==> src/design/crs_pkg.sv <==
// ----------------------------------------------------------------------------
// crs_pkg
// Shared types, constants and helpers for the catmull-rom sweep sampler.
// ----------------------------------------------------------------------------
package crs_pkg;

    localparam int DATA_WIDTH  = 32;
    localparam int FRAC_W      = 16;
    localparam int MAX_SAMPLES = 32;
    localparam int CNT_W       = 6;                  // samples_per_segment register
    localparam int J_W         = 5;                  // sample index inside a segment
    localparam int WIDE_W      = DATA_WIDTH + 16;    // intermediate pyramid values
    localparam int ACC_W       = WIDE_W + FRAC_W;    // scaled sums before rounding
    localparam int SPLIT_W     = 24;                 // low part of the split multiply
    localparam int MUL_A_W     = WIDE_W - SPLIT_W + 1;
    localparam int MUL_B_W     = FRAC_W + 1;
    localparam int PROD_W      = MUL_A_W + MUL_B_W;

    localparam logic [CNT_W-1:0] SPS_RESET = CNT_W'(8);

    // rounding shift codes of the shared multiply-add unit
    localparam logic [1:0] SH_8  = 2'd0;
    localparam logic [1:0] SH_17 = 2'd1;
    localparam logic [1:0] SH_24 = 2'd2;

    typedef struct packed {
        logic signed [DATA_WIDTH-1:0] x;
        logic signed [DATA_WIDTH-1:0] y;
        logic signed [DATA_WIDTH-1:0] z;
        logic signed [DATA_WIDTH-1:0] s;
    } point_t;

    typedef struct packed {
        logic                     start;
        logic [1:0]               shift;
        logic signed [MUL_B_W-1:0] mult;
        logic signed [WIDE_W-1:0]  diff;
        logic signed [WIDE_W-1:0]  base;
    } mac_req_t;

    typedef struct packed {
        logic                     done;
        logic signed [WIDE_W-1:0] result;
    } mac_rsp_t;

    typedef struct packed {
        logic             start;
        logic [J_W-1:0]   num;
        logic [CNT_W-1:0] den;
    } tdiv_req_t;

    typedef struct packed {
        logic              done;
        logic [FRAC_W-1:0] quot;
    } tdiv_rsp_t;

    function automatic logic signed [DATA_WIDTH-1:0] comp_of(point_t p, logic [1:0] f);
        logic signed [DATA_WIDTH-1:0] v;
        case (f)
            2'd0:    v = p.x;
            2'd1:    v = p.y;
            2'd2:    v = p.z;
            default: v = p.s;
        endcase
        return v;
    endfunction

    function automatic logic signed [WIDE_W-1:0] widen(logic signed [DATA_WIDTH-1:0] v);
        return {{(WIDE_W-DATA_WIDTH){v[DATA_WIDTH-1]}}, v};
    endfunction

    function automatic logic signed [DATA_WIDTH-1:0] saturate(logic signed [WIDE_W-1:0] v);
        logic [WIDE_W-DATA_WIDTH:0] top;
        logic signed [DATA_WIDTH-1:0] r;
        top = v[WIDE_W-1:DATA_WIDTH-1];
        if ((&top) || !(|top))
            r = v[DATA_WIDTH-1:0];
        else if (v[WIDE_W-1])
            r = {1'b1, {(DATA_WIDTH-1){1'b0}}};
        else
            r = {1'b0, {(DATA_WIDTH-1){1'b1}}};
        return r;
    endfunction

endpackage

==> src/design/crs_point_if.sv <==
// ----------------------------------------------------------------------------
// crs_point_if
// Control point request channel: position, scale and end-of-sweep flag.
// ----------------------------------------------------------------------------
interface crs_point_if;
    import crs_pkg::*;

    logic                         valid;
    logic                         ready;
    logic signed [DATA_WIDTH-1:0] pos_x;
    logic signed [DATA_WIDTH-1:0] pos_y;
    logic signed [DATA_WIDTH-1:0] pos_z;
    logic signed [DATA_WIDTH-1:0] scale_value;
    logic                         last_point;

    modport source (output valid, pos_x, pos_y, pos_z, scale_value, last_point,
                    input ready);
    modport sink   (input valid, pos_x, pos_y, pos_z, scale_value, last_point,
                    output ready);
endinterface

==> src/design/crs_sample_if.sv <==
// ----------------------------------------------------------------------------
// crs_sample_if
// Curve sample request channel: interpolated point and end-of-run flag.
// ----------------------------------------------------------------------------
interface crs_sample_if;
    import crs_pkg::*;

    logic                         valid;
    logic                         ready;
    logic signed [DATA_WIDTH-1:0] out_x;
    logic signed [DATA_WIDTH-1:0] out_y;
    logic signed [DATA_WIDTH-1:0] out_z;
    logic signed [DATA_WIDTH-1:0] out_scale;
    logic                         end_of_run;

    modport source (output valid, out_x, out_y, out_z, out_scale, end_of_run,
                    input ready);
    modport sink   (input valid, out_x, out_y, out_z, out_scale, end_of_run,
                    output ready);
endinterface

==> src/design/crs_tdiv.sv <==
// ----------------------------------------------------------------------------
// crs_tdiv
// Serial divider for the curve parameter: t = floor(j * 2^16 / L), one bit a cycle.
// ----------------------------------------------------------------------------
module crs_tdiv (
    input  logic               clk,
    input  logic               rst_n,
    input  crs_pkg::tdiv_req_t req,
    output crs_pkg::tdiv_rsp_t rsp
);
    import crs_pkg::*;

    localparam int ITER_W = $clog2(FRAC_W);

    logic              busy_reg, busy_next;
    logic              done_reg, done_next;
    logic [ITER_W-1:0] cnt_reg, cnt_next;
    logic [J_W-1:0]    rem_reg, rem_next;
    logic [CNT_W-1:0]  den_reg, den_next;
    logic [FRAC_W-1:0] quot_reg, quot_next;
    logic [J_W:0]      trial;

    // j < L, so the integer part of the quotient is zero and rem starts at j
    assign trial = {rem_reg, 1'b0};

    always_comb
    begin
        busy_next = busy_reg;
        done_next = 1'b0;
        cnt_next  = cnt_reg;
        rem_next  = rem_reg;
        den_next  = den_reg;
        quot_next = quot_reg;
        if (req.start)
        begin
            busy_next = 1'b1;
            cnt_next  = '0;
            rem_next  = req.num;
            den_next  = req.den;
            quot_next = '0;
        end
        else if (busy_reg)
        begin
            if (trial >= den_reg)
            begin
                rem_next  = J_W'(trial - den_reg);
                quot_next = {quot_reg[FRAC_W-2:0], 1'b1};
            end
            else
            begin
                rem_next  = trial[J_W-1:0];
                quot_next = {quot_reg[FRAC_W-2:0], 1'b0};
            end
            cnt_next = cnt_reg + 1'b1;
            if (cnt_reg == ITER_W'(FRAC_W - 1))
            begin
                busy_next = 1'b0;
                done_next = 1'b1;
            end
        end
    end

    always_ff @(posedge clk or negedge rst_n)
    begin
        if (!rst_n)
        begin
            busy_reg <= 1'b0;
            done_reg <= 1'b0;
            cnt_reg  <= '0;
        end
        else
        begin
            busy_reg <= busy_next;
            done_reg <= done_next;
            cnt_reg  <= cnt_next;
        end
    end

    always_ff @(posedge clk)
    begin
        rem_reg  <= rem_next;
        den_reg  <= den_next;
        quot_reg <= quot_next;
    end

    assign rsp.done = done_reg;
    assign rsp.quot = quot_reg;

endmodule

==> src/design/crs_mac.sv <==
// ----------------------------------------------------------------------------
// crs_mac
// Shared multiply-add-round unit: floor((base * 2^16 + mult * diff + half) / 2^n).
// The wide diff is multiplied in two halves on one multiplier.
// ----------------------------------------------------------------------------
module crs_mac (
    input  logic              clk,
    input  logic              rst_n,
    input  crs_pkg::mac_req_t req,
    output crs_pkg::mac_rsp_t rsp
);
    import crs_pkg::*;

    localparam logic [1:0] PH_IDLE = 2'd0;
    localparam logic [1:0] PH_LOW  = 2'd1;
    localparam logic [1:0] PH_HIGH = 2'd2;

    logic [1:0]                phase_reg, phase_next;
    logic                      done_reg, done_next;
    logic signed [WIDE_W-1:0]  base_reg, diff_reg;
    logic signed [MUL_B_W-1:0] mult_reg;
    logic [1:0]                shift_reg;
    logic signed [ACC_W-1:0]   acc_reg, acc_next;
    logic signed [WIDE_W-1:0]  res_reg, res_next;

    logic signed [MUL_A_W-1:0] mul_a;
    logic signed [PROD_W-1:0]  prod;
    logic signed [ACC_W-1:0]   half;
    logic signed [ACC_W-1:0]   sum;
    logic signed [ACC_W-1:0]   shifted;

    assign mul_a = (phase_reg == PH_LOW) ? $signed({1'b0, diff_reg[SPLIT_W-1:0]})
                                         : $signed({diff_reg[WIDE_W-1],
                                                    diff_reg[WIDE_W-1:SPLIT_W]});
    assign prod  = mul_a * mult_reg;

    always_comb
    begin
        case (shift_reg)
            SH_8:    half = ACC_W'(1) << 7;
            SH_17:   half = ACC_W'(1) << 16;
            default: half = ACC_W'(1) << 23;
        endcase
    end

    // high partial product lands 24 bits up; true sums stay well inside the accumulator
    assign sum = acc_reg + $signed({prod[ACC_W-SPLIT_W-1:0], {SPLIT_W{1'b0}}});

    always_comb
    begin
        case (shift_reg)
            SH_8:    shifted = sum >>> 8;
            SH_17:   shifted = sum >>> 17;
            default: shifted = sum >>> 24;
        endcase
    end

    always_comb
    begin
        phase_next = phase_reg;
        done_next  = 1'b0;
        acc_next   = acc_reg;
        res_next   = res_reg;
        case (phase_reg)
            PH_IDLE:
            begin
                if (req.start)
                    phase_next = PH_LOW;
            end
            PH_LOW:
            begin
                acc_next   = $signed({base_reg, {FRAC_W{1'b0}}})
                           + $signed({{(ACC_W-PROD_W){prod[PROD_W-1]}}, prod}) + half;
                phase_next = PH_HIGH;
            end
            PH_HIGH:
            begin
                res_next   = shifted[WIDE_W-1:0];
                done_next  = 1'b1;
                phase_next = PH_IDLE;
            end
            default:
            begin
                phase_next = PH_IDLE;
            end
        endcase
    end

    always_ff @(posedge clk or negedge rst_n)
    begin
        if (!rst_n)
        begin
            phase_reg <= PH_IDLE;
            done_reg  <= 1'b0;
        end
        else
        begin
            phase_reg <= phase_next;
            done_reg  <= done_next;
        end
    end

    always_ff @(posedge clk)
    begin
        if (req.start && (phase_reg == PH_IDLE))
        begin
            base_reg  <= req.base;
            diff_reg  <= req.diff;
            mult_reg  <= req.mult;
            shift_reg <= req.shift;
        end
        acc_reg <= acc_next;
        res_reg <= res_next;
    end

    assign rsp.done   = done_reg;
    assign rsp.result = res_reg;

endmodule

==> src/design/catmull_rom_sweep_sampler_unit.sv <==
// ----------------------------------------------------------------------------
// catmull_rom_sweep_sampler_unit
// Uniform catmull-rom sweep sampler with one shared multiply-add unit.
// ----------------------------------------------------------------------------
// Control points come in on the points channel (valid/ready). The block keeps
// the three previous points; each request that completes a segment makes it
// emit L samples of that segment on the samples channel, and a last_point
// request also emits the closing segment, then empties the window.
// end_of_run marks the final sample caused by one request. A request that
// finishes no segment just updates the window.
// L comes from the samples_per_segment register (cfg_wr_en / cfg_wr_data),
// 8 after reset, 0 read as 1 and values above 32 as 32.
// Each sample runs the serial t divider, then 24 multiply-add passes on the
// one shared multiplier (six per component, four components), then goes
// into the output register. points.ready is high only while no segment is
// in work. A stalled receiver holds the output register and the sequencer
// waits on it. Reset empties the window and the output register and
// restores L to 8.
// ----------------------------------------------------------------------------
module catmull_rom_sweep_sampler_unit (
    input  logic                       clk,
    input  logic                       rst_n,
    input  logic                       cfg_wr_en,
    input  logic [crs_pkg::CNT_W-1:0]  cfg_wr_data,
    crs_point_if.sink                  points,
    crs_sample_if.source               samples
);
    import crs_pkg::*;

    localparam logic [2:0] ST_IDLE     = 3'd0;
    localparam logic [2:0] ST_DIV_GO   = 3'd1;
    localparam logic [2:0] ST_DIV_WAIT = 3'd2;
    localparam logic [2:0] ST_OP_GO    = 3'd3;
    localparam logic [2:0] ST_OP_WAIT  = 3'd4;
    localparam logic [2:0] ST_OUT      = 3'd5;

    localparam logic [2:0] OP_A0 = 3'd0;
    localparam logic [2:0] OP_A1 = 3'd1;
    localparam logic [2:0] OP_A2 = 3'd2;
    localparam logic [2:0] OP_B0 = 3'd3;
    localparam logic [2:0] OP_B1 = 3'd4;
    localparam logic [2:0] OP_C  = 3'd5;

    localparam logic [1:0] COMP_LAST = 2'd3;

    logic [2:0]       state_reg, state_next;
    logic [CNT_W-1:0] sps_reg, sps_next;
    logic [1:0]       held_reg, held_next;
    point_t           w0_reg, w0_next, w1_reg, w1_next, w2_reg, w2_next;
    point_t           q0_reg, q0_next, q1_reg, q1_next, q2_reg, q2_next, q3_reg, q3_next;
    logic             seg2_reg, seg2_next;
    logic [CNT_W-1:0] len_reg, len_next;
    logic [J_W-1:0]   j_reg, j_next;
    logic [FRAC_W-1:0] t_reg, t_next;
    logic [1:0]       comp_reg, comp_next;
    logic [2:0]       op_reg, op_next;
    logic signed [WIDE_W-1:0] a0_reg, a0_next, a1_reg, a1_next, a2_reg, a2_next;
    logic signed [WIDE_W-1:0] b0_reg, b0_next, b1_reg, b1_next;
    logic signed [DATA_WIDTH-1:0] cx_reg, cx_next, cy_reg, cy_next;
    logic signed [DATA_WIDTH-1:0] cz_reg, cz_next, cs_reg, cs_next;
    logic             ov_reg, ov_next;
    logic signed [DATA_WIDTH-1:0] ox_reg, ox_next, oy_reg, oy_next;
    logic signed [DATA_WIDTH-1:0] oz_reg, oz_next, os_reg, os_next;
    logic             oe_reg, oe_next;

    point_t           in_pt;
    logic             in_acc;
    logic [CNT_W-1:0] len_eff;
    logic             last_j;
    logic signed [WIDE_W-1:0]  p0, p1, p2, p3;
    logic signed [MUL_B_W-1:0] t_pos, t_neg;
    logic signed [DATA_WIDTH-1:0] c_sat;
    mac_req_t         mac_req;
    mac_rsp_t         mac_rsp;
    tdiv_req_t        div_req;
    tdiv_rsp_t        div_rsp;

    crs_mac u_mac (
        .clk   (clk),
        .rst_n (rst_n),
        .req   (mac_req),
        .rsp   (mac_rsp)
    );

    crs_tdiv u_tdiv (
        .clk   (clk),
        .rst_n (rst_n),
        .req   (div_req),
        .rsp   (div_rsp)
    );

    assign in_pt  = '{x: points.pos_x, y: points.pos_y, z: points.pos_z,
                      s: points.scale_value};
    assign points.ready = (state_reg == ST_IDLE);
    assign in_acc = points.valid && points.ready;

    assign len_eff = (sps_reg == '0) ? CNT_W'(1)
                   : ((sps_reg > CNT_W'(MAX_SAMPLES)) ? CNT_W'(MAX_SAMPLES) : sps_reg);
    assign last_j  = (CNT_W'(j_reg) + CNT_W'(1)) == len_reg;

    // operands of the pyramid step in work
    assign p0    = widen(comp_of(q0_reg, comp_reg));
    assign p1    = widen(comp_of(q1_reg, comp_reg));
    assign p2    = widen(comp_of(q2_reg, comp_reg));
    assign p3    = widen(comp_of(q3_reg, comp_reg));
    assign t_pos = $signed({1'b0, t_reg});
    assign t_neg = $signed({1'b1, t_reg});   // t - 1 in the same format
    assign c_sat = saturate(mac_rsp.result);

    always_comb
    begin
        mac_req.start = (state_reg == ST_OP_GO);
        mac_req.mult  = t_pos;
        case (op_reg)
            OP_A0:
            begin
                mac_req.base  = p1;
                mac_req.diff  = p1 - p0;
                mac_req.shift = SH_8;
            end
            OP_A1:
            begin
                mac_req.base  = p1;
                mac_req.diff  = p2 - p1;
                mac_req.shift = SH_8;
            end
            OP_A2:
            begin
                mac_req.base  = p2;
                mac_req.diff  = p3 - p2;
                mac_req.mult  = t_neg;
                mac_req.shift = SH_8;
            end
            OP_B0:
            begin
                mac_req.base  = a0_reg + a1_reg;
                mac_req.diff  = a1_reg - a0_reg;
                mac_req.shift = SH_17;
            end
            OP_B1:
            begin
                mac_req.base  = a1_reg <<< 1;
                mac_req.diff  = a2_reg - a1_reg;
                mac_req.shift = SH_17;
            end
            default:
            begin
                mac_req.base  = b0_reg;
                mac_req.diff  = b1_reg - b0_reg;
                mac_req.shift = SH_24;
            end
        endcase
    end

    assign div_req.start = (state_reg == ST_DIV_GO);
    assign div_req.num   = j_reg;
    assign div_req.den   = len_reg;

    always_comb
    begin
        state_next = state_reg;
        sps_next   = cfg_wr_en ? cfg_wr_data : sps_reg;
        held_next  = held_reg;
        w0_next    = w0_reg;
        w1_next    = w1_reg;
        w2_next    = w2_reg;
        q0_next    = q0_reg;
        q1_next    = q1_reg;
        q2_next    = q2_reg;
        q3_next    = q3_reg;
        seg2_next  = seg2_reg;
        len_next   = len_reg;
        j_next     = j_reg;
        t_next     = t_reg;
        comp_next  = comp_reg;
        op_next    = op_reg;
        a0_next    = a0_reg;
        a1_next    = a1_reg;
        a2_next    = a2_reg;
        b0_next    = b0_reg;
        b1_next    = b1_reg;
        cx_next    = cx_reg;
        cy_next    = cy_reg;
        cz_next    = cz_reg;
        cs_next    = cs_reg;
        ov_next    = ov_reg && !samples.ready;
        ox_next    = ox_reg;
        oy_next    = oy_reg;
        oz_next    = oz_reg;
        os_next    = os_reg;
        oe_next    = oe_reg;

        case (state_reg)
            ST_IDLE:
            begin
                if (in_acc)
                begin
                    len_next = len_eff;
                    j_next   = '0;
                    if (held_reg >= 2'd2)
                    begin
                        q0_next    = (held_reg == 2'd3) ? w2_reg : w1_reg;
                        q1_next    = w1_reg;
                        q2_next    = w0_reg;
                        q3_next    = in_pt;
                        seg2_next  = points.last_point;
                        state_next = ST_DIV_GO;
                    end
                    else if (points.last_point && (held_reg == 2'd1))
                    begin
                        // closing segment of a two-point sweep
                        q0_next    = w0_reg;
                        q1_next    = w0_reg;
                        q2_next    = in_pt;
                        q3_next    = in_pt;
                        seg2_next  = 1'b0;
                        state_next = ST_DIV_GO;
                    end
                    if (points.last_point)
                    begin
                        held_next = '0;
                    end
                    else
                    begin
                        w2_next   = w1_reg;
                        w1_next   = w0_reg;
                        w0_next   = in_pt;
                        held_next = (held_reg == 2'd3) ? 2'd3 : held_reg + 2'd1;
                    end
                end
            end
            ST_DIV_GO:
            begin
                state_next = ST_DIV_WAIT;
            end
            ST_DIV_WAIT:
            begin
                if (div_rsp.done)
                begin
                    t_next     = div_rsp.quot;
                    comp_next  = '0;
                    op_next    = OP_A0;
                    state_next = ST_OP_GO;
                end
            end
            ST_OP_GO:
            begin
                state_next = ST_OP_WAIT;
            end
            ST_OP_WAIT:
            begin
                if (mac_rsp.done)
                begin
                    state_next = ST_OP_GO;
                    op_next    = op_reg + 3'd1;
                    case (op_reg)
                        OP_A0: a0_next = mac_rsp.result;
                        OP_A1: a1_next = mac_rsp.result;
                        OP_A2: a2_next = mac_rsp.result;
                        OP_B0: b0_next = mac_rsp.result;
                        OP_B1: b1_next = mac_rsp.result;
                        default:
                        begin
                            case (comp_reg)
                                2'd0:    cx_next = c_sat;
                                2'd1:    cy_next = c_sat;
                                2'd2:    cz_next = c_sat;
                                default: cs_next = c_sat;
                            endcase
                            op_next   = OP_A0;
                            comp_next = comp_reg + 2'd1;
                            if (comp_reg == COMP_LAST)
                                state_next = ST_OUT;
                        end
                    endcase
                end
            end
            ST_OUT:
            begin
                if (!ov_reg || samples.ready)
                begin
                    ov_next = 1'b1;
                    ox_next = cx_reg;
                    oy_next = cy_reg;
                    oz_next = cz_reg;
                    os_next = cs_reg;
                    oe_next = last_j && !seg2_reg;
                    if (last_j)
                    begin
                        j_next = '0;
                        if (seg2_reg)
                        begin
                            // closing segment reuses the end point twice
                            q0_next    = q1_reg;
                            q1_next    = q2_reg;
                            q2_next    = q3_reg;
                            seg2_next  = 1'b0;
                            state_next = ST_DIV_GO;
                        end
                        else
                        begin
                            state_next = ST_IDLE;
                        end
                    end
                    else
                    begin
                        j_next     = j_reg + J_W'(1);
                        state_next = ST_DIV_GO;
                    end
                end
            end
            default:
            begin
                state_next = ST_IDLE;
            end
        endcase
    end

    always_ff @(posedge clk or negedge rst_n)
    begin
        if (!rst_n)
        begin
            state_reg <= ST_IDLE;
            sps_reg   <= SPS_RESET;
            held_reg  <= '0;
            seg2_reg  <= 1'b0;
            len_reg   <= CNT_W'(1);
            j_reg     <= '0;
            comp_reg  <= '0;
            op_reg    <= OP_A0;
            ov_reg    <= 1'b0;
        end
        else
        begin
            state_reg <= state_next;
            sps_reg   <= sps_next;
            held_reg  <= held_next;
            seg2_reg  <= seg2_next;
            len_reg   <= len_next;
            j_reg     <= j_next;
            comp_reg  <= comp_next;
            op_reg    <= op_next;
            ov_reg    <= ov_next;
        end
    end

    always_ff @(posedge clk)
    begin
        w0_reg <= w0_next;
        w1_reg <= w1_next;
        w2_reg <= w2_next;
        q0_reg <= q0_next;
        q1_reg <= q1_next;
        q2_reg <= q2_next;
        q3_reg <= q3_next;
        t_reg  <= t_next;
        a0_reg <= a0_next;
        a1_reg <= a1_next;
        a2_reg <= a2_next;
        b0_reg <= b0_next;
        b1_reg <= b1_next;
        cx_reg <= cx_next;
        cy_reg <= cy_next;
        cz_reg <= cz_next;
        cs_reg <= cs_next;
        ox_reg <= ox_next;
        oy_reg <= oy_next;
        oz_reg <= oz_next;
        os_reg <= os_next;
        oe_reg <= oe_next;
    end

    assign samples.valid      = ov_reg;
    assign samples.out_x      = ox_reg;
    assign samples.out_y      = oy_reg;
    assign samples.out_z      = oz_reg;
    assign samples.out_scale  = os_reg;
    assign samples.end_of_run = oe_reg;

endmodule
==> src/flat_wrapper.sv <==
// flat-port wrapper written by rule: the top's interface ports become plain ports
module catmull_rom_sweep_sampler_unit_flat import crs_pkg::*;
  (clk, rst_n, cfg_wr_en, cfg_wr_data, points_valid, points_pos_x, points_pos_y, points_pos_z, points_scale_value, points_last_point, points_ready, samples_valid, samples_out_x, samples_out_y, samples_out_z, samples_out_scale, samples_end_of_run, samples_ready);
  crs_point_if points_i ();
  crs_sample_if samples_i ();
  input  logic clk;
  input  logic rst_n;
  input  logic cfg_wr_en;
  input  logic [crs_pkg::CNT_W-1:0] cfg_wr_data;
  input wire logic [$bits(points_i.valid)-1:0] points_valid;
  input wire logic [$bits(points_i.pos_x)-1:0] points_pos_x;
  input wire logic [$bits(points_i.pos_y)-1:0] points_pos_y;
  input wire logic [$bits(points_i.pos_z)-1:0] points_pos_z;
  input wire logic [$bits(points_i.scale_value)-1:0] points_scale_value;
  input wire logic [$bits(points_i.last_point)-1:0] points_last_point;
  output wire logic [$bits(points_i.ready)-1:0] points_ready;
  output wire logic [$bits(samples_i.valid)-1:0] samples_valid;
  output wire logic [$bits(samples_i.out_x)-1:0] samples_out_x;
  output wire logic [$bits(samples_i.out_y)-1:0] samples_out_y;
  output wire logic [$bits(samples_i.out_z)-1:0] samples_out_z;
  output wire logic [$bits(samples_i.out_scale)-1:0] samples_out_scale;
  output wire logic [$bits(samples_i.end_of_run)-1:0] samples_end_of_run;
  input wire logic [$bits(samples_i.ready)-1:0] samples_ready;
  assign points_i.valid = points_valid;
  assign points_i.pos_x = points_pos_x;
  assign points_i.pos_y = points_pos_y;
  assign points_i.pos_z = points_pos_z;
  assign points_i.scale_value = points_scale_value;
  assign points_i.last_point = points_last_point;
  assign points_ready = points_i.ready;
  assign samples_valid = samples_i.valid;
  assign samples_out_x = samples_i.out_x;
  assign samples_out_y = samples_i.out_y;
  assign samples_out_z = samples_i.out_z;
  assign samples_out_scale = samples_i.out_scale;
  assign samples_end_of_run = samples_i.end_of_run;
  assign samples_i.ready = samples_ready;
  catmull_rom_sweep_sampler_unit u_core (.clk(clk), .rst_n(rst_n), .cfg_wr_en(cfg_wr_en), .cfg_wr_data(cfg_wr_data), .points(points_i), .samples(samples_i));
endmodule
==> config.mk <==
export PLATFORM = sky130hd
export DESIGN_NAME = catmull_rom_sweep_sampler_unit_flat
export DESIGN_NICKNAME = d
export VERILOG_FILES = /design/src/design/crs_pkg.sv /design/src/design/crs_point_if.sv /design/src/design/crs_sample_if.sv /design/src/design/crs_tdiv.sv /design/src/design/crs_mac.sv /design/src/design/catmull_rom_sweep_sampler_unit.sv /design/src/flat_wrapper.sv
export SDC_FILE = /design/constraint.sdc
export NUM_CORES = 2
export LEC_CHECK = 0
export BUFFER_PORTS_ARGS = -buffer_cell sky130_fd_sc_hd__buf_2
export CORE_UTILIZATION = 54
export DETAILED_ROUTE_END_ITERATION = 16
export PLACE_DENSITY = 0.81
export SLEW_MARGIN = 0
export SYNTH_ARGS = -nofsm -noshare
export SYNTH_HDL_FRONTEND = slang
export SYNTH_SLANG_ARGS = --single-unit
==> constraint.sdc <==
create_clock -name clk -period 30.8 [get_ports clk]
set_input_delay 3.08 -clock clk [delete_from_list [all_inputs] [get_ports clk]]
set_output_delay 3.08 -clock clk [all_outputs]
set_load 0.01 [all_outputs]
## Word-level counts from Yosys, hierarchy flattened

Cells that the tools add are included.

- Bits in latches: 0
- Flip-flop bits (word level): 1701
- Memories: 0
- RAM bits: 0
- Logic and storage cells: 249
- Input bits: 140
- ROM bits: 0

- Shifts and indexed selects: 0
- Order comparisons: 3
- Equal/unequal tests: 28
- Bitwise gates (word level): 3
- Div/mod/pow operators: 0
- Add/subtract/negate cells: 17
- Reductions and logical operators: 47
- Mux-type cells: 84
- Multiply operators: 1

Operators with widths:

| cell | count |
|---|---|
| $mux 128 | 19 |
| $pmux 128 s2 | 3 |
| $pmux 96 s5 | 1 |
| $pmux 32 s3 | 4 |
| $sub 48x48->48 | 3 |
| $sub 32x32->33 | 3 |
| $pmux 48 s2 | 1 |
| $add 64x25->64 | 1 |
| $add 64x42->64 | 1 |
| $add 64x64->64 | 1 |
| $mux 32 | 2 |
| $add 48x48->48 | 1 |
| $pmux 24 s2 | 1 |
| $mul 25x17->42 | 1 |
| $mux 3 | 11 |
| $mux 5 | 6 |
| $reduce_and 3->1 | 9 |
| $mux 25 | 1 |
| $reduce_and 4->1 | 5 |
| $pmux 3 s6 | 1 |
| $mux 1 | 17 |
| $mux 17 | 1 |
| $reduce_and 17->1 | 1 |
| $reduce_or 17->1 | 1 |
| other kinds (40) | 88 |

## Depth between registers and ports, before layout

- Depth after elaboration: 6
- Depth in mapped cells: 49
- Depth with buffers taken out: 44

## Hierarchy

A second synthesis with hierarchy kept.

- Cells, all modules: 9767
- Area total of the unflattened synthesis: 106103.0 sq um

By module, submodules not included:

| module | cells an instance | times used | area each (sq um) | seq. area each (sq um) |
|---|---|---|---|---|
| catmull_rom_sweep_sampler_unit | 6719 | 1 | 75941.6 | 43038.8 |
| crs_mac | 2915 | 1 | 28661.2 | 6651.4 |
| crs_tdiv | 133 | 1 | 1500.2 | 800.8 |

## Least setup slack after synthesis

No wires, ideal clock.

- Path kind: input port to flip-flop
- From: input samples_ready
- To: register u_core.q0_reg[0] (netlist name), enable pin
- Data arrival time: 25.729 ns
- Buffers on the path: 0
- Library setup time: 1.149 ns
- Path slack: 3.922 ns
- Cell stages on the path: 4
- Data required time: 29.651 ns
- Cell sequence: nor2b_1 nor2_1 o21ai_0 nor2_1

- Longest elaborated chain between the ends: 3

Ends and longest elaborated chain:

| item | line | text |
|---|---|---|
| from (decl) | flat_wrapper.sv:23 | `input wire logic [$bits(samples_i.ready)-1:0] samples_ready;` |
| $logic_or 1x1->1 | catmull_rom_sweep_sampler_unit.sv:280 | `if (!ov_reg \|\| samples.ready)` |
| $ne 2x1->1 (no line) | -- |  |
| $reduce_and 6->1 (no line) | -- |  |
| to (signal assigned) | catmull_rom_sweep_sampler_unit.sv:352 | `q0_reg <= q0_next;` |
| to (decl) | catmull_rom_sweep_sampler_unit.sv:50 | `point_t q0_reg, q0_next, q1_reg, q1_next, q2_reg, q2_next, q3_reg, q3_next;` |

No other way between the ends.
A chain may end at the register's enable or synchronous reset.

## Worst setup path in the final report

- From: register u_core.u_mac.phase_reg[0]
- To: register u_core.u_mac.acc_reg[63], data pin

- Longest elaborated chain between the ends: 5

Ends and longest elaborated chain:

| item | line | text |
|---|---|---|
| from (decl) | crs_mac.sv:18 | `logic [1:0] phase_reg, phase_next;` |
| from (signal assigned) | crs_mac.sv:98 | `phase_reg <= phase_next;` |
| $eq 2x1->1 | crs_mac.sv:32 | `assign mul_a = (phase_reg == PH_LOW) ? $signed({1'b0, diff_reg[SPLIT_W-1:0]})` |
| $mux 25 | crs_mac.sv:32 |  |
| $mul 25x17->42 | crs_mac.sv:35 | `assign prod = mul_a * mult_reg;` |
| $add 64x42->64 | crs_mac.sv:73 | `+ $signed({{(ACC_W-PROD_W){prod[PROD_W-1]}}, prod}) + half;` |
| $add 64x25->64 | crs_mac.sv:73 |  |
| to (signal assigned) | crs_mac.sv:112 | `acc_reg <= acc_next;` |
| to (decl) | crs_mac.sv:23 | `logic signed [ACC_W-1:0] acc_reg, acc_next;` |

No other way between the ends.

==> results.toml <==
[cts]
insertion_delay_ns = 0.86
cts_setup_buffers = 0
path_clk_slew_ns = 0.07
cts.path.max_buffers = 3
cts_resized = 0
numClockSinks = 1693
htreeDepth = 4
cts-buffers-inserted = 172
hold_buffers = 0
root_buffer = "clkbuf_16"
cts_tree = "done"

[grt]
grt_usage_pct = 32.1
antenna_found_initial = 35
grtUsageMet1_pct = 42.1
grt_max_degree = 257
met2_usage_pct = 51.4
grt_pass1_vias = 73700
grtUsageMet3_pct = 5.84
busiest_layer = "met2"
gr-total-overflow = 0
grt_pass1_wl_um = 465000

[sta]
tightest_slew_ns = 1.47
final_hold_viol_count = 0
clock.fmax_mhz = 84.2
period_needed_ns = 11.87
finalSetupViolations = 0
slew_headroom_pct = 0.711
period_share_pct = 38.6
grt_setup_unrepaired = "false"
timing.hold.ws_ns = 0.406
fin_skew_ns = 0.0636
drv_slew = 0
setup_tns_ns = 0

[layout]
fin_area_sq_um = 113000
area_growth_pct = 9.29
register_area_sq_um = 50500
final_core_util_pct = 59.7
drive_above_1_share_pct = 7.87
nets = 10400
fill_cells = 14900
multiInputGateArea_sq_um = 48000

[logic_synthesis]
synth_cell_types = 112
ys_ff_latch = 1693
syn-cell-area_sq_um = 103000
syn_nets = 10400
synth_top_cell_by_area = "edfxtp_1"
ys_warn_count = 0
synth_top_area_share_pct = 47.8
synth_edf_count = 1639
syn_inst = 9249
avgSynthCellArea_sq_um = 11.1
synth_top_flop_cell = "edfxtp_1"
synth.area.top_cells = "edfxtp_1 48%, fa_1 8.3%, ha_1 6.5%, mux2i_1 4.3%, nand2_1 4.2%"
yosysSeqAreaShare_pct = 49.0
ys_async_sr_fraction_pct = 2.24

[drt]
num_vias = 75500
ant_nets = 0
wl_per_cell_um = 26.1
first_iter_violations = 9934
drt_first_pass_iters = 9
drcViolationCount = 0
wl_um = 313000
via_per_inst = 6.31

[setup_path]
critPathKind = "reg -> reg"
cp.arrival_ns = 12.44
path_common_cell = "fa_1"
worst-path-buf-inv = 6
critPathTopFamily = "adder cells"
cp_slowest_cell = "fa_1"
cpPeakStageDelay_ns = 0.55
critical_path.startpoint = "u_core.u_mac.phase_reg[0]"
r2r-start = "u_core.u_mac.phase_reg[0]"
cp-start-kind = "register"
cp_max_fo = 35
endpoint_kind = "register"
crit_required_ns = 31.37

[die]
start_util_pct = 54.6
io_pins = 271
floorplan.die_area_sq_um = 192000
coreArea_sq_um = 189000
rows = 159
die_h_um = 439
chipWidth_um = 439

[job]
maxCapViolations = 1

[hold_path]
hold_path.class = "reg -> reg"
hp-start = "u_core.cs_reg[17]"

[placed_design]
place_congestion = 1.04
port_buffers = 270
placed_area_sq_um = 107000
dp_hpwl_um = 228000

[status]
violations = "max-capacitance violations"
outcome = "complete, but fails checks"
==> worst paths after layout <==
check,to,slack (ns),cells after the start
setup / recovery,u_core.u_mac.acc_reg[63],18.93,42
hold / removal,u_core.samples.out_scale[17],0.41,0
setup reg to reg,u_core.u_mac.acc_reg[63],18.93,42
hold reg to reg,u_core.samples.out_scale[17],0.41,0
max in group asynchronous,u_core.held_reg[1],27.51,1
min in group asynchronous,u_core.u_mac.phase_reg[0],2.47,1
==> placed cells by master, fill, tap and decap left out, types with 68 or more instances in the layout <==
cell | synthesis | routed
nand2b_1 | 68 | 68
buf_2 | 14 | 270
a21oi_1 | 548 | 548
nand3_1 | 91 | 91
fa_1 | 427 | 427
xnor2_1 | 260 | 259
a21o_1 | 247 | 247
o21ai_0 | 865 | 865
xor2_1 | 123 | 123
a222oi_1 | 136 | 136
nor2_1 | 343 | 333
inv_1 | 748 | 744
clkbuf_16 | 0 | 173
edfxtp_1 | 1639 | 1639
buf_4 | 2 | 82
mux2i_1 | 442 | 441
o21bai_1 | 72 | 72
nand2_1 | 1157 | 1157
ha_1 | 535 | 531
and2_1 | 192 | 190
==> kinds of logic (layout without fill, tap and decap cells) <==
family	Yosys count	count (layout)	share of synthesized area (%)
xor+xnor	384	384	3.28
compound gates	2361	2361	14.5
buf+inv	1218	1434	4.47
simple gates	2182	2182	9.55
mux	449	449	4.37
fa+ha+maj	962	962	14.8
flops	1693	1693	49.0
other cells	0	21	0
==> final cells by class <==
cell class / count / area share [%]
diodes: 21 / 0.0467
flip-flops and latches: 1693 / 44.9
clock buffers: 209 / 3.97
inverters: 755 / 2.53
repair buffers: 359 / 1.87
clock inverters: 111 / 1.26
well taps: 2495 / 2.77
multi-input cells: 6338 / 42.7
==> synthesized netlist by cell type (16+ instances only) <==
cell type / n
o21bai_1: 72
o211ai_1: 26
and2_1: 192
dfrtp_1: 36
a31oi_1: 49
mux2i_1: 442
edfxtp_1: 1639
o21ai_0: 865
nor2_1: 343
dfxtp_1: 16
clkbuf_1: 406
nor4_1: 25
a221oi_1: 50
inv_1: 748
o221ai_1: 35
fa_1: 427
a21o_1: 247
or2_2: 19
nand4_1: 43
o22ai_1: 26
and3_1: 49
a211oi_1: 39
xor2_1: 123
nor3_1: 61
ha_1: 535
a21oi_1: 548
nand2_1: 1157
xnor2_1: 260
nor2b_1: 62
o31ai_1: 28
a222oi_1: 136
nand2b_1: 68
o21a_1: 39
buf_1: 38
nand3_1: 91
==> through the flow <==
stage,setup slack (ns),std cells
after floorplan,3.92,9249
after global placement,19.25,11600
after detailed placement,19.13,11600
after CTS,19.04,12000
after global routing,18.23,12000
final,18.93,12000
==> per-layer routing <==
layer  up-vias  share of wire (%)
met5         -              0.019
met4        10                5.5
met3       656                9.5
met2      3933                 47
met1     37500                 38
li1      33500                  -
Power is not shown: default switching activity piles up to over one toggle a cycle in this logic, so the estimate is an artifact.
